<file path="config.mk">
export PLATFORM = sky130hd
export DESIGN_NAME = delimiter_text_splitter_core
export DESIGN_NICKNAME = d
export VERILOG_FILES = /design/src/rtl/dts_pkg.sv /design/src/rtl/delimiter_text_splitter_core.sv /design/src/rtl/dts_match.sv
export SDC_FILE = /design/constraint.sdc
export NUM_CORES = 2
export LEC_CHECK = 0
export ABC_AREA = 1
export CAP_MARGIN = 20
export CORE_UTILIZATION = 45
export CTS_CLUSTER_SIZE = 20
export DETAILED_ROUTE_END_ITERATION = 8
export DONT_BUFFER_PORTS = 1
export SETUP_SLACK_MARGIN = 0.05
export SLEW_MARGIN = 20
export SYNTH_ARGS = -nofsm -noshare
export SYNTH_HDL_FRONTEND = slang
export SYNTH_SLANG_ARGS = --single-unit
</file>
<file path="constraint.sdc">
create_clock -name aclk -period 11.2 [get_ports aclk]
set_input_delay 0.56 -clock aclk [delete_from_list [all_inputs] [get_ports aclk]]
set_output_delay 0.56 -clock aclk [all_outputs]
set_load 0.005 [all_outputs]
</file>
<file path="src/rtl/dts_pkg.sv">
// Shared constants, types and register indexes of the delimiter text splitter.
package dts_pkg;

    localparam int WIN_BYTES   = 4;
    localparam int SLOTS       = 4;
    localparam int OFFSET_BITS = 20;
    localparam int NRES        = 4;
    localparam int DELIM_BITS  = 8 * WIN_BYTES;
    localparam int LEN_CODE_W  = 3;
    localparam int FILL_W      = 2;
    localparam int POS_W       = OFFSET_BITS + 1;
    localparam int NUM_W       = 2;
    localparam int CNT_W       = 3;

    localparam logic [POS_W-1:0]       POS_LIMIT = POS_W'(1) << OFFSET_BITS;
    localparam logic [OFFSET_BITS-1:0] OFF_MAX   = '1;

    typedef enum logic [2:0] {
        REG_DELIM0  = 3'd0,
        REG_DELIM1  = 3'd1,
        REG_DELIM2  = 3'd2,
        REG_DELIM3  = 3'd3,
        REG_LENGTHS = 3'd4,
        REG_COUNT   = 3'd5
    } reg_idx_t;

    typedef struct packed {
        logic [SLOTS-1:0][DELIM_BITS-1:0] bytes;
        logic [SLOTS*LEN_CODE_W-1:0]      lens;
        logic [CNT_W-1:0]                 count;
    } cfg_t;

    typedef struct packed {
        logic                  hit;
        logic [NUM_W-1:0]      num;
        logic [LEN_CODE_W-1:0] len;
    } hit_t;

    typedef struct packed {
        logic                   too_long;
        logic                   final_chunk;
        logic [NUM_W-1:0]       delimiter_number;
        logic                   ended_by_delimiter;
        logic [POS_W-1:0]       chunk_length;
        logic [OFFSET_BITS-1:0] chunk_offset;
    } res_t;

endpackage

</file>
<file path="src/rtl/delimiter_text_splitter_core.sv">
// Top level of the delimiter text splitter: state, chunk chaining, result buffer.
//
// Text enters one byte per beat and a position is tried once the four bytes from it are
// known, so a delimiter that starts at byte p is decided on the beat that carries byte
// p+3, or on the end-of-text beat; its chunk enters the result buffer on that beat and
// shows on m_ the cycle after if first of that beat, else once earlier results drain.
// The window compare, the match chain and the result build are combinational and sit
// between the text state registers and a four-entry result buffer. While m_tready
// is high, a byte that yields one result or none is followed by the next byte in the
// next cycle; while a result waits on m_tready the input holds. The end-of-text beat
// yields up to four results; the input then holds while the buffer drains.
module delimiter_text_splitter_core import dts_pkg::*; (
    input  logic        aclk,
    input  logic        aresetn,
    input  logic        cfg_we,
    input  logic [2:0]  cfg_addr,
    input  logic [31:0] cfg_wdata,
    input  logic        s_tvalid,
    output logic        s_tready,
    input  logic [7:0]  s_tdata,   // [7:0] text_byte
    input  logic        s_tlast,
    output logic        m_tvalid,
    input  logic        m_tready,
    output logic [47:0] m_tdata,   // [19:0] chunk_offset, [40:20] chunk_length, zero pad
    output logic [3:0]  m_tuser,   // [0] ended_by_delimiter, [2:1] delimiter_number,
                                   // [3] too_long
    output logic        m_tlast
);

    cfg_t cfg_reg;

    logic [WIN_BYTES-2:0][7:0] win_reg;
    logic [FILL_W-1:0]         fill_reg;
    logic [POS_W-1:0]          pos_reg;
    logic [OFFSET_BITS-1:0]    start_reg;
    logic [FILL_W-1:0]         skip_reg;
    logic                      ovf_reg;

    res_t [NRES-1:0]           obuf_reg;
    logic [CNT_W-1:0]          ocnt_reg;

    logic [WIN_BYTES-1:0][7:0] buf_c;
    logic [CNT_W-1:0]          n_c;
    logic [POS_W-1:0]          pos_next;
    logic                      ovf_next;
    hit_t [WIN_BYTES-1:0]      hits;
    res_t [NRES-1:0]           res_c;
    logic [CNT_W-1:0]          k_c;
    logic [OFFSET_BITS-1:0]    start_next;
    logic [FILL_W-1:0]         skip_next;
    logic                      s_acc;
    logic                      m_acc;

    assign s_acc = s_tvalid && s_tready;
    assign m_acc = m_tvalid && m_tready;

    assign ovf_next = ovf_reg | pos_reg[OFFSET_BITS];
    assign pos_next = pos_reg[OFFSET_BITS] ? pos_reg : pos_reg + POS_W'(1);
    assign n_c      = CNT_W'(fill_reg) + CNT_W'(1);

    always_comb begin
        for (int i = 0; i < WIN_BYTES; i++) begin
            if (i < WIN_BYTES - 1 && FILL_W'(i) < fill_reg) begin
                buf_c[i] = win_reg[i];
            end else if (CNT_W'(i) == CNT_W'(fill_reg)) begin
                buf_c[i] = s_tdata;
            end else begin
                buf_c[i] = 8'h00;
            end
        end
    end

    dts_match u_match (
        .win_bytes (buf_c),
        .win_count (n_c),
        .cfg       (cfg_reg),
        .hits      (hits)
    );

    always_comb begin
        logic [POS_W-1:0]       base;
        logic [POS_W-1:0]       q;
        logic [POS_W:0]         sum;
        logic [POS_W-1:0]       cend;
        logic [OFFSET_BITS-1:0] st;
        logic [FILL_W-1:0]      sk;
        logic [CNT_W-1:0]       k;
        logic                   act;
        base  = pos_next - POS_W'(n_c);
        q     = '0;
        sum   = '0;
        cend  = '0;
        st    = start_reg;
        sk    = skip_reg;
        k     = '0;
        act   = 1'b0;
        res_c = '0;
        for (int i = 0; i < WIN_BYTES; i++) begin
            act = s_tlast ? (CNT_W'(i) < n_c) : (i == 0 && n_c == CNT_W'(WIN_BYTES));
            q   = base + POS_W'(i);
            if (act) begin
                if (sk != '0) begin
                    sk = sk - FILL_W'(1);
                end else if (hits[i].hit) begin
                    sum  = {1'b0, q} + (POS_W+1)'(hits[i].len);
                    cend = (sum > {1'b0, POS_LIMIT}) ? POS_LIMIT : sum[POS_W-1:0];
                    res_c[k[1:0]].chunk_offset       = st;
                    res_c[k[1:0]].chunk_length       =
                        (cend > {1'b0, st}) ? cend - {1'b0, st} : '0;
                    res_c[k[1:0]].ended_by_delimiter = 1'b1;
                    res_c[k[1:0]].delimiter_number   = hits[i].num;
                    res_c[k[1:0]].too_long           = ovf_next;
                    k  = k + CNT_W'(1);
                    st = (cend < {1'b0, OFF_MAX}) ? cend[OFFSET_BITS-1:0] : OFF_MAX;
                    sk = FILL_W'(hits[i].len - LEN_CODE_W'(1));
                end
            end
        end
        if (s_tlast) begin
            if (k < CNT_W'(NRES)) begin
                res_c[k[1:0]].chunk_offset       = st;
                res_c[k[1:0]].chunk_length       =
                    (pos_next > {1'b0, st}) ? pos_next - {1'b0, st} : '0;
                res_c[k[1:0]].ended_by_delimiter = 1'b0;
                res_c[k[1:0]].delimiter_number   = '0;
                res_c[k[1:0]].too_long           = ovf_next;
                k = k + CNT_W'(1);
            end
            res_c[k[1:0] - 2'd1].final_chunk = 1'b1;
        end
        k_c        = k;
        start_next = st;
        skip_next  = sk;
    end

    assign s_tready = (ocnt_reg == '0) || (ocnt_reg == CNT_W'(1) && m_tready);

    always_ff @(posedge aclk) begin
        if (!aresetn) begin
            cfg_reg.bytes[0] <= 32'd2570;
            cfg_reg.bytes[1] <= 32'd10;
            cfg_reg.bytes[2] <= 32'd9;
            cfg_reg.bytes[3] <= 32'd8238;
            cfg_reg.lens     <= 12'd1098;
            cfg_reg.count    <= 3'd3;
        end else if (cfg_we) begin
            unique case (cfg_addr)
                REG_DELIM0:  cfg_reg.bytes[0] <= cfg_wdata;
                REG_DELIM1:  cfg_reg.bytes[1] <= cfg_wdata;
                REG_DELIM2:  cfg_reg.bytes[2] <= cfg_wdata;
                REG_DELIM3:  cfg_reg.bytes[3] <= cfg_wdata;
                REG_LENGTHS: cfg_reg.lens     <= cfg_wdata[SLOTS*LEN_CODE_W-1:0];
                REG_COUNT:   cfg_reg.count    <= cfg_wdata[CNT_W-1:0];
                default: begin
                end
            endcase
        end
    end

    always_ff @(posedge aclk) begin
        if (!aresetn) begin
            fill_reg  <= '0;
            pos_reg   <= '0;
            start_reg <= '0;
            skip_reg  <= '0;
            ovf_reg   <= 1'b0;
        end else if (s_acc) begin
            if (s_tlast) begin
                fill_reg  <= '0;
                pos_reg   <= '0;
                start_reg <= '0;
                skip_reg  <= '0;
                ovf_reg   <= 1'b0;
            end else begin
                fill_reg  <= (n_c == CNT_W'(WIN_BYTES)) ? FILL_W'(WIN_BYTES - 1)
                                                        : FILL_W'(n_c);
                pos_reg   <= pos_next;
                start_reg <= start_next;
                skip_reg  <= skip_next;
                ovf_reg   <= ovf_next;
            end
        end
    end

    always_ff @(posedge aclk) begin
        if (s_acc && !s_tlast) begin
            if (n_c == CNT_W'(WIN_BYTES)) begin
                win_reg <= buf_c[WIN_BYTES-1:1];
            end else begin
                win_reg[fill_reg] <= s_tdata;
            end
        end
    end

    always_ff @(posedge aclk) begin
        if (!aresetn) begin
            ocnt_reg <= '0;
        end else if (s_acc) begin
            ocnt_reg <= k_c;
        end else if (m_acc) begin
            ocnt_reg <= ocnt_reg - CNT_W'(1);
        end
    end

    always_ff @(posedge aclk) begin
        if (s_acc) begin
            obuf_reg <= res_c;
        end else if (m_acc) begin
            obuf_reg <= {res_t'('0), obuf_reg[NRES-1:1]};
        end
    end

    assign m_tvalid = (ocnt_reg != '0);
    assign m_tdata  = {7'b0, obuf_reg[0].chunk_length, obuf_reg[0].chunk_offset};
    assign m_tuser  = {obuf_reg[0].too_long, obuf_reg[0].delimiter_number,
                       obuf_reg[0].ended_by_delimiter};
    assign m_tlast  = obuf_reg[0].final_chunk;

    a_skip_full_window: assert property (@(posedge aclk) disable iff (!aresetn)
        skip_reg != '0 |-> fill_reg == FILL_W'(WIN_BYTES - 1))
        else $error("skip pending without a full window");

    a_fill_le_pos: assert property (@(posedge aclk) disable iff (!aresetn)
        POS_W'(fill_reg) <= pos_reg)
        else $error("window holds more bytes than received");

    a_end_clears: assert property (@(posedge aclk) disable iff (!aresetn)
        s_acc && s_tlast |=> pos_reg == '0 && fill_reg == '0 && start_reg == '0)
        else $error("text state not cleared after end of text");

    a_final_last_entry: assert property (@(posedge aclk) disable iff (!aresetn)
        m_tvalid && m_tlast |-> ocnt_reg == CNT_W'(1))
        else $error("final beat is not the last buffered result");

    a_accept_when_empty: assert property (@(posedge aclk) disable iff (!aresetn)
        !m_tvalid |-> s_tready)
        else $error("input stalled with empty result buffer");

endmodule

</file>
<file path="src/rtl/dts_match.sv">
// Parallel delimiter compare at every position of the lookahead window.
module dts_match import dts_pkg::*; (
    input  logic [WIN_BYTES-1:0][7:0] win_bytes,
    input  logic [CNT_W-1:0]          win_count,
    input  cfg_t                      cfg,
    output hit_t [WIN_BYTES-1:0]      hits
);

    logic [2*WIN_BYTES-2:0][7:0] ext;

    assign ext = {{(WIN_BYTES-1){8'h00}}, win_bytes};

    always_comb begin
        logic [CNT_W-1:0]      used;
        logic [CNT_W-1:0]      avail;
        logic [LEN_CODE_W-1:0] dl;
        logic                  ok;
        used  = (cfg.count > CNT_W'(SLOTS)) ? CNT_W'(SLOTS) : cfg.count;
        avail = '0;
        dl    = '0;
        ok    = 1'b0;
        for (int i = 0; i < WIN_BYTES; i++) begin
            hits[i] = '0;
            avail   = win_count - CNT_W'(i);
            for (int d = 0; d < SLOTS; d++) begin
                dl = cfg.lens[d*LEN_CODE_W +: LEN_CODE_W];
                if (dl > LEN_CODE_W'(WIN_BYTES)) begin
                    dl = LEN_CODE_W'(WIN_BYTES);
                end
                ok = (CNT_W'(d) < used) && (dl != '0) && (CNT_W'(i) < win_count)
                     && ({1'b0, dl} <= {1'b0, avail});
                for (int j = 0; j < WIN_BYTES; j++) begin
                    if (LEN_CODE_W'(j) < dl && ext[i+j] != cfg.bytes[d][8*j +: 8]) begin
                        ok = 1'b0;
                    end
                end
                if (ok && !hits[i].hit) begin
                    hits[i].hit = 1'b1;
                    hits[i].num = NUM_W'(d);
                    hits[i].len = dl;
                end
            end
        end
    end

endmodule

</file>
==> results_tabular.tex <==
\begin{tabular}{lr}
\hline
Metric & Value \\
\hline
\multicolumn{2}{l}{\textbf{Outcome}} \\
Status & completed \\
\multicolumn{2}{l}{\textbf{Place}} \\
Last weighted congestion value of the routability-driven placer & 1.13 \\
Dpl cell area & between 0.04 and 0.05 sq mm \\
Post-DP HPWL & 161000 microns \\
IO buf count & 0 \\
Cell total after placement & 7432 \\
Worst slack at placement & 0.0442 ns \\
\multicolumn{2}{l}{\textbf{Setup path}} \\
Most common cell type on the critical path & sky130\_fd\_sc\_hd\_\_nor2\_1 \\
Critical path's top delay family & simple AND/OR/NAND/NOR gates \\
Logic depth of the worst register-to-register path & 60 \\
Combined buffer and inverter count along the critical path & 9 \\
Total stage count of the critical path & 60 \\
Type of the worst setup path & register to register \\
Biggest fanout along the worst timing path & 11 \\
Standard cell with the maximum stage delay on the critical path & sky130\_fd\_sc\_hd\_\_ha\_1 \\
Critical Path AT & about 11 ns \\
Critical path data required time & 11.63 ns \\
Critical Path Source Type & register \\
CP max stage delay & 0.42 ns \\
Crit end category & register \\
\multicolumn{2}{l}{\textbf{Global routing}} \\
Initial antenna violation count & 4 \\
Largest net degree at the start of global routing & 122 \\
GR Util All Layers & 43.5\% \\
Total congestion overflow & 0 \\
Via count of the first global-routing pass & 42.2k \\
Wire length of the first global-routing pass & 296000 microns \\
\multicolumn{2}{l}{\textbf{Layout}} \\
Util after Layout & between 40\% and 50\% \\
Max reg flops & about 140 \\
Final instance area & about 0.045 sq mm \\
Non-filler instance count after layout & about 7.5k \\
Layout fillers & 9416 \\
Proportion of layout cells with a drive suffix above 1 & 11.8\% \\
Final net count & 6571 \\
Synth-to-Final Area Change & 9.57\% \\
\multicolumn{2}{l}{\textbf{Synthesis}} \\
Avg Cell Area, Syn & between 6 and 7 sq um \\
Post-synth top flop & sky130\_fd\_sc\_hd\_\_edfxtp\_1 \\
Synthesized instance count & 6303 \\
Proportion of register bits with asynchronous set or reset after synthesis & 0\% \\
Number of synthesized flops with an enable pin & 208 \\
Yosys reg bits & 400 \\
Post-synthesis instance area & between 0.04 and 0.05 sq mm \\
Synthesis warning total & 0 \\
Library cells used by synthesis & 76 \\
Portion of the post-synthesis area used by sequential elements & 24.6\% \\
\multicolumn{2}{l}{\textbf{Hold path}} \\
Hold Path Depth & 2 \\
Type of the most critical hold path & primary input to register \\
\multicolumn{2}{l}{\textbf{CTS}} \\
CTS tree & yes \\
Clock sink total & 400 \\
Total CTS buffers & 50 \\
CTS Buffer Depth & 3 \\
Maximum level of the CTS H-tree & 2 \\
Root Driver & sky130\_fd\_sc\_hd\_\_clkbuf\_16 \\
Clock latency on the worst-skew pair & 0.70 ns \\
Post-CTS clock slew at the launch and capture registers of the worst setup and hold paths & roughly 0.060 ns \\
\multicolumn{2}{l}{\textbf{Floorplanning}} \\
Core Footprint & between 0.09 and 0.1 sq mm \\
Area enclosed by the die boundary & 0.0922 sq mm \\
Height of the chip & between 300 and 400 microns \\
Number of top-level pins & 104 \\
Starting density of the core & 45.5\% \\
Die Width & 304 microns \\
Row Count & 110 \\
\multicolumn{2}{l}{\textbf{Drt}} \\
Via count & roughly 46k \\
DR WL/cell & $\sim$27 microns \\
Final routed DRC violation total & 0 \\
First DRT Iteration DRCs & 5963 \\
Routed via count divided by cell count & 6.05 \\
Detailed-route wire length & 206000 microns \\
Router iterations before antenna repair & 6 \\
Remaining number of nets flagged by the antenna check after routing & 0 \\
\multicolumn{2}{l}{\textbf{Timing}} \\
Final hold violation count & 0 \\
Maximum clock frequency & 94.9 MHz \\
Final critical-path share of the clock period & between 90\% and 100\% \\
RSZ-0062 raised after global routing & yes \\
Transition time at the pin with the least slew margin & 1.15 ns \\
Time the worst path needs with I/O delays and setup & 10.53 ns \\
Final setup viols & 0 \\
Worst setup skew after layout & 0.0724 ns \\
Final count of pins violating max slew & 0 \\
Worst Setup Slack, final & 0.666 ns \\
Worst slew slack as a fraction of its limit & 23.5\% \\
\multicolumn{2}{l}{\textbf{Run}} \\
Maxcap violations & 0 \\
\multicolumn{2}{l}{\textbf{Pwr}} \\
Sw Ratio & 57.3\% \\
Proportion of power drawn by the clock network & 13.6\% \\
Sequential share of power & roughly 18\% \\
Switching power & approximately 7.3 mW \\
Fraction of power consumed by combinational cells & 68.5\% \\
Power Total & 12.7 mW \\
Worst-case vdd ir drop & 540 uV \\
LEAKAGE & 20.4 nW \\
Total power per unit cell area & 282 mW/mm\^{}2 \\
Int Pwr & between 5 and 6 mW \\
\hline
\end{tabular}
[repair_timing]
action / in CTS / in global routing
setup endpoints to repair: 1 / 84
hold endpoints to repair: 44 / 0
hold buffers: 11 / 0
gates resized for setup: 1 / 85
setup buffers: 0 / 10
pin swaps: 0 / 2
[kinds of logic after synthesis]
group / count (synthesis) / synth area share (%)
AO/OA/AOI/OAI: 1162 / 15.9
multiplexers: 1 / 0.0244
XOR/XNOR: 314 / 6.86
other: 1 / 0.00916
flip-flops: 400 / 24.6
buffers and inverters: 968 / 9.89
AND/OR/NAND/NOR: 3264 / 36.6
adder cells (fa/ha/maj): 193 / 6.08
[area by class of cell]
cell class	instances	area [sq um]	share of cell area (%)
Multi-Input combinational cell	4942	27100	60.4
Antenna cell	2	5.00	0.0112
Sequential cell	400	10100	22.5
Inverter	694	2640	5.89
Tap cell	1176	1470	3.28
Timing Repair Buffer	241	1880	4.18
Clock inverter	32	353	0.786
Clock buffer	61	1330	2.97
[through the flow]
stage,TNS (ns),hold slack [ns]
after CTS,0,0.000488
after global routing,-0.0119,0.0123
after floorplan,0,0.445
after global placement,0,0.453
final,0,0.0269
after detailed placement,0,0.455
[power groups by stage]
| stage | clock, mW | sequential (mW) | combinational (mW) |
|---|---|---|---|
| after detailed placement | 0 | 2.29 | 8.01 |
| after CTS | 1.73 | 2.26 | 8.07 |
| final | 1.72 | 2.27 | 8.68 |
| after global routing | 1.78 | 2.30 | 9.05 |
| after floorplan | 0 | 2.26 | 4.66 |
| after global placement | 0 | 2.28 | 8.08 |
[layer usage]
metal | vias up | routed length [microns] | GRT usage [%]
met5 | - | 30 | 0
met2 | 2860 | 83300 | 62.9
li1 | 21000 | - | -
met3 | 586 | 25400 | 12.9
met1 | 21200 | 83000 | 56.8
met4 | 4 | 14700 | 26.7
[worst paths after layout]
check                                         startpoint                       end  slack (ns)
worst max-delay path            fill_reg[0]$_SDFFE_PN0P_    obuf_reg[67]$_DFFE_PP_        0.67
worst min-delay path                        cfg_wdata[3]  cfg_reg[18]$_SDFFE_PN1P_        0.03
worst max register to register  fill_reg[0]$_SDFFE_PN0P_    obuf_reg[67]$_DFFE_PP_        0.67
worst min register to register  pos_reg[19]$_SDFFE_PN0P_  pos_reg[19]$_SDFFE_PN0P_        0.46
[worst reg2reg max path, delay by kind of cell, from the launching register on]
kind,cells,cell delay [ns]
compound gates,12,2.31
flops,1,0.40
simple gates,35,4.99
buf+inv,9,1.49
xor+xnor,1,0.22
fa+ha+maj,3,0.93
[cells in the mapped netlist (all sizes together), types with 4 or more instances]
| master | n | area share (%) |
|---|---|---|
| o22ai | 74 | 1.1 |
| xnor2 | 35 | 0.79 |
| or2 | 42 | 0.64 |
| edfxtp | 208 | 15 |
| a21boi | 18 | 0.33 |
| nor3b | 13 | 0.25 |
| nand3 | 502 | 6.7 |
| nand4 | 165 | 2.8 |
| xor2 | 279 | 6.1 |
| a31oi | 14 | 0.21 |
| nor4 | 28 | 0.43 |
| o211ai | 29 | 0.53 |
| o21a | 6 | 0.11 |
| clkbuf | 117 | 1.1 |
| o41ai | 7 | 0.15 |
| ha | 183 | 5.6 |
| a22o | 5 | 0.11 |
| nand3b | 20 | 0.37 |
| buf | 157 | 2.4 |
| nor2 | 588 | 6.3 |
| a22oi | 5 | 0.092 |
| a2111oi | 4 | 0.086 |
| o21ai | 515 | 6.4 |
| nand2 | 1829 | 18 |
| a21oi | 390 | 4.8 |
| o21bai | 14 | 0.27 |
| inv | 678 | 6.2 |
| nor3 | 67 | 0.91 |
| o31ai | 6 | 0.11 |
| clkinv | 16 | 0.15 |
| fa | 10 | 0.49 |
| a211oi | 10 | 0.18 |
| o2111ai | 8 | 0.17 |
| dfxtp | 192 | 9.4 |
| o221ai | 42 | 0.90 |
[cells in the final DEF, fill, tap and decap left out, types with 45 or more instances in the layout]
cell type,instances
sky130_fd_sc_hd__a21oi_1,388
sky130_fd_sc_hd__buf_4,225
sky130_fd_sc_hd__clkbuf_16,50
sky130_fd_sc_hd__dfxtp_1,190
sky130_fd_sc_hd__edfxtp_1,208
sky130_fd_sc_hd__ha_1,179
sky130_fd_sc_hd__inv_1,624
sky130_fd_sc_hd__inv_2,45
sky130_fd_sc_hd__nand2_1,1670
sky130_fd_sc_hd__nand2_2,124
sky130_fd_sc_hd__nand3_1,459
sky130_fd_sc_hd__nand4_1,152
sky130_fd_sc_hd__nor2_1,504
sky130_fd_sc_hd__nor2_2,48
sky130_fd_sc_hd__nor3_1,61
sky130_fd_sc_hd__o21ai_0,388
sky130_fd_sc_hd__o21ai_1,115
sky130_fd_sc_hd__o22ai_1,74
sky130_fd_sc_hd__xor2_1,271
Power figures use the tool's default switching activity.
